$ cat src/rpa_pkg.sv
package rpa_pkg;

   localparam int NUM_PAGES_DEF  = 32768;
   localparam int PAGE_BYTES_DEF = 4096;
   localparam int COUNT_BITS_DEF = 16;

   localparam int ADDR_W    = 64;
   localparam int OP_W      = 3;
   localparam int STATUS_W  = 2;
   localparam int REF_OUT_W = 16;
   localparam int CSR_IDX_W = 8;

   localparam logic [ADDR_W-1:0] MEMORY_BASE_RST = 64'h0000_0000_8000_0000;
   localparam logic [ADDR_W-1:0] FIRST_FREE_RST  = 64'h0000_0000_8000_0000;

   typedef enum logic [OP_W-1:0] {
      OP_ALLOC  = 3'd0,
      OP_FREE   = 3'd1,
      OP_REFINC = 3'd2,
      OP_REFGET = 3'd3,
      OP_INIT   = 3'd4
   } op_type;

   typedef enum logic [STATUS_W-1:0] {
      ST_OK   = 2'd0,
      ST_BAD  = 2'd1,
      ST_OOM  = 2'd2,
      ST_FULL = 2'd3
   } status_type;

   typedef enum logic [CSR_IDX_W-1:0] {
      CSR_MEMORY_BASE = 8'd0,
      CSR_FIRST_FREE  = 8'd1
   } csr_idx_type;

   // address checks of one request
   typedef struct packed {
      logic in_range;
      logic free_ok;
   } addr_chk_type;

endpackage

$ cat src/rpa_decode.sv
module rpa_decode import rpa_pkg::*; #(
   parameter int NUM_PAGES  = NUM_PAGES_DEF,
   parameter int PAGE_BYTES = PAGE_BYTES_DEF,
   localparam int IDX_W      = $clog2(NUM_PAGES),
   localparam int PAGE_SHIFT = $clog2(PAGE_BYTES),
   localparam int PNUM_W     = ADDR_W - PAGE_SHIFT
) (
   input  logic [ADDR_W-1:0] memory_base,
   input  logic [ADDR_W-1:0] first_free_addr,
   input  logic [ADDR_W-1:0] phys_addr,
   output logic [IDX_W-1:0]  page_idx,
   output addr_chk_type      chk
);

   logic [ADDR_W-1:0] offset;
   logic [PNUM_W-1:0] page_num;
   logic              in_range;

   assign offset   = phys_addr - memory_base;
   assign page_num = offset[ADDR_W-1:PAGE_SHIFT];
   assign page_idx = page_num[IDX_W-1:0];
   assign in_range = (phys_addr >= memory_base) && (page_num < PNUM_W'(NUM_PAGES));

   assign chk.in_range = in_range;
   assign chk.free_ok  = in_range && (phys_addr[PAGE_SHIFT-1:0] == '0)
                         && (phys_addr >= first_free_addr);

endmodule

$ cat config.mk
export PLATFORM = sky130hd
export DESIGN_NAME = rpa_decode
export DESIGN_NICKNAME = d
export VERILOG_FILES = /design/src/rpa_pkg.sv /design/src/rpa_decode.sv
export SDC_FILE = /design/constraint.sdc
export NUM_CORES = 1
export LEC_CHECK = 0
export ABC_AREA = 1
export BUFFER_PORTS_ARGS = -buffer_cell sky130_fd_sc_hd__buf_2
export CAP_MARGIN = 25
export CORE_MARGIN = 2
export CORE_UTILIZATION = 30
export DETAILED_ROUTE_END_ITERATION = 8
export GPL_TIMING_DRIVEN = 0
export PLACE_DENSITY = 0.53
export RECOVER_POWER = 100
export REMOVE_ABC_BUFFERS = 1
export SYNTH_ARGS = -nofsm -noshare
export SYNTH_HDL_FRONTEND = slang
export SYNTH_SLANG_ARGS = --single-unit
export TNS_END_PERCENT = 10
$ cat constraint.sdc
create_clock -name vclk -period 2.45
set_input_delay 0 -clock vclk [all_inputs]
set_output_delay 0 -clock vclk [all_outputs]
set_load 0.02 [all_outputs]
==> impl_metrics.py <==
metrics = {
    "routing": {
        "vias": 9992,
        "firstDrtPassIters": 7,
        "ant_nets": 0,
        "vias_per_cell": 4.62,
        "drcViolationCount": 14,
        "drt_wl_total_mm": 31.2,
        "wl_per_cell_um": 14.4,
        "initialDrtViolationCount": 703,
    },
    "power": {
        "cellLeakagePower_nw": 6.49,
        "p_int_w": 0.000900,
        "pwr-share-seq_pct": 0,
        "netSwitchingFraction_pct": 63.0,
        "power_switching_w": 0.00153,
        "p_clk_share_pct": 0,
        "power_density_nw_per_um2": 227,
        "combPwrFrac_pct": 100.0,
        "ir_drop_v": 0.0000960,
    },
    "global_routing": {
        "grt_usage_pct": 20.7,
        "grt_max_degree": 8,
        "grt_pass1_vias": 9285,
        "antenna_found_initial": 0,
        "overflow": 0,
        "grt_pass1_wl_mm": 46.4,
    },
    "layout": {
        "clock_buffers": 0,
        "antenna_cells": 0,
        "nets": 2152,
        "layout-drive-gt1-share_pct": 25.7,
        "final_area_um2": 10700,
        "stdcell_count": 2165,
        "seqCellArea_um2": 0,
        "area_delta_synth_final_pct": 34.1,
        "sequential_cell_total": 0,
        "final_cell_mix": "nand2_1 (537), inv_1 (428), buf_2 (193), nand2_2 (78), ha_1 (72)",
        "final_common_cell": "nand2_1",
    },
    "floorplanning": {
        "io_pins": 209,
        "core.rowCount": 59,
        "die_h_um": 167,
        "initial_core_util_pct": 30.6,
        "dieWidth_um": 167,
        "coreArea_um2": 26100,
        "die_area_um2": 28000,
    },
    "place": {
        "place_ws_ns": -0.293,
        "globalplace.congestion": 0.956,
        "io_buffers": 209,
        "dp.cells": 2157,
        "place_hpwl_mm": 27.8,
        "dpl_cell_area_um2": 9460,
    },
    "sta": {
        "worst_slew_pin_slew_ns": 0.573,
        "slew_headroom_pct": 61.8,
        "min_period_ns": 2.33,
        "fmax_ghz": 0.429,
        "hold_violations": 0,
        "setup_viol": 0,
        "hold-worst-slack_ns": 0.505,
        "fin_crit_sh_pct": 95.1,
        "fin_ws_ns": 0.120,
        "drv_slew": 0,
    },
    "logic_synthesis": {
        "synthCells": 1614,
        "netlist_area_um2": 8000,
        "syn_avg_cell_area_um2": 4.96,
        "synth-seq-area-share_pct": 0,
        "synth_cell_type_count": 36,
        "yosysWarnings": 0,
    },
    "cts": {
        "hold_buffers": 0,
    },
    "setup_path": {
        "cp-start-kind": "primary input",
        "cp-end-kind": "output port",
        "crit_end": "chk[0]",
        "criticalPathCategory": "in -> out",
        "crit_required_ns": 2.45,
        "arrival_ns": 2.33,
        "cp_max_fo": 5,
        "startpoint": "memory_base[27]",
    },
    "run": {
        "cap_violations": 0,
    },
    "worst_hold_path": {
        "holdCritStartpoint": "phys_addr[3]",
        "hold_path.class": "in -> out",
    },
    "run_status": {
        "status": "complete, but fails checks",
        "violations": "DRC",
    },
}
## layer usage
metal / vias to the layer above / wire length [um] / global-route usage, %
met5: - / 0 / 0
met4: 0 / 355 / 2.57
met3: 16 / 2050 / 1.49
met2: 282 / 13800 / 33.8
met1: 4400 / 15000 / 30.5
li1: 5294 / - / -
## synth_stat cells, drive strengths merged (5+ instances only)
| master | instances | area [um^2] |
|---|---|---|
| a21oi | 83 | 419 |
| ha | 128 | 1600 |
| inv | 441 | 1660 |
| nand2 | 626 | 2420 |
| nand3 | 77 | 405 |
| nand3b | 12 | 97.6 |
| nand4 | 19 | 119 |
| nor2 | 133 | 609 |
| nor3 | 19 | 145 |
| o21a | 5 | 37.5 |
| o21ai | 19 | 95.1 |
| o21bai | 7 | 52.6 |
| xor2 | 16 | 140 |
## critical path, cell delays in order
cell	delay (ns)
buf_2	0.08
inv_1	0.05
ha_4	0.31
nand2_2	0.10
nor2_4	0.13
inv_2	0.06
nor2_2	0.12
inv_1	0.11
nor2_1	0.14
nand2_2	0.10
nand2_4	0.10
nand2_1	0.05
nand2_1	0.05
nand2_1	0.06
nor2_2	0.16
nand3_1	0.12
nor2_2	0.11
nand3_2	0.12
nor3_2	0.17
buf_4	0.16
## repair_timing
| item | CTS | global route |
|---|---|---|
| pin swaps | 0 | 32 |
| buffers inserted | 0 | 8 |
| resized for setup | 29 | 236 |
| endpoints found under the setup margin | 2 | 2 |
| cloned | 0 | 0 |
## worst min path at each step
stage	slack, ns	depth (start not counted)	end
final	0.51	5	chk[0]
after global routing	0.55	4	page_idx[2]
after CTS	0.52	5	chk[0]
after detailed placement	0.51	5	chk[0]
after global placement	0.51	5	chk[0]
after floorplan	0.16	3	chk[0]
## area by class of cell
cell class | count | area [um^2]
fillers | 3022 | 15400
repair buffers | 217 | 1090
inverters | 445 | 1670
multi-input cells | 1168 | 7550
well taps | 335 | 419
## power groups by stage
stage	clock network, W	registers [W]	logic, W
2_1_floorplan	0	0	0.00135
3_5_place_dp	0	0	0.00206
6_report	0	0	0.00243
4_1_cts	0	0	0.00209
5_1_grt	0	0	0.00269
3_3_place_gp	0	0	0.00205
## logic make-up (layout without fill, tap and decap cells)
group	Yosys count	in the layout	synth area share (%)
AO/OA/AOI/OAI	126	126	8.70
XOR/XNOR	16	16	1.75
adder cells (fa/ha/maj)	128	128	20.0
buffers and inverters	446	662	21.0
AND/OR/NAND/NOR	898	898	48.6
## stage by stage
step	total power, W	utilization, %	setup TNS, ns
floorplan	0.00135	-	0
global placement	0.00205	36.2	-0.531
detailed placement	0.00206	36.2	-0.476
CTS	0.00209	36.5	0
global route	0.00269	41.1	-0.0251
finish	0.00243	41.1	0
Note: power is estimated with default switching activity, not from simulation.
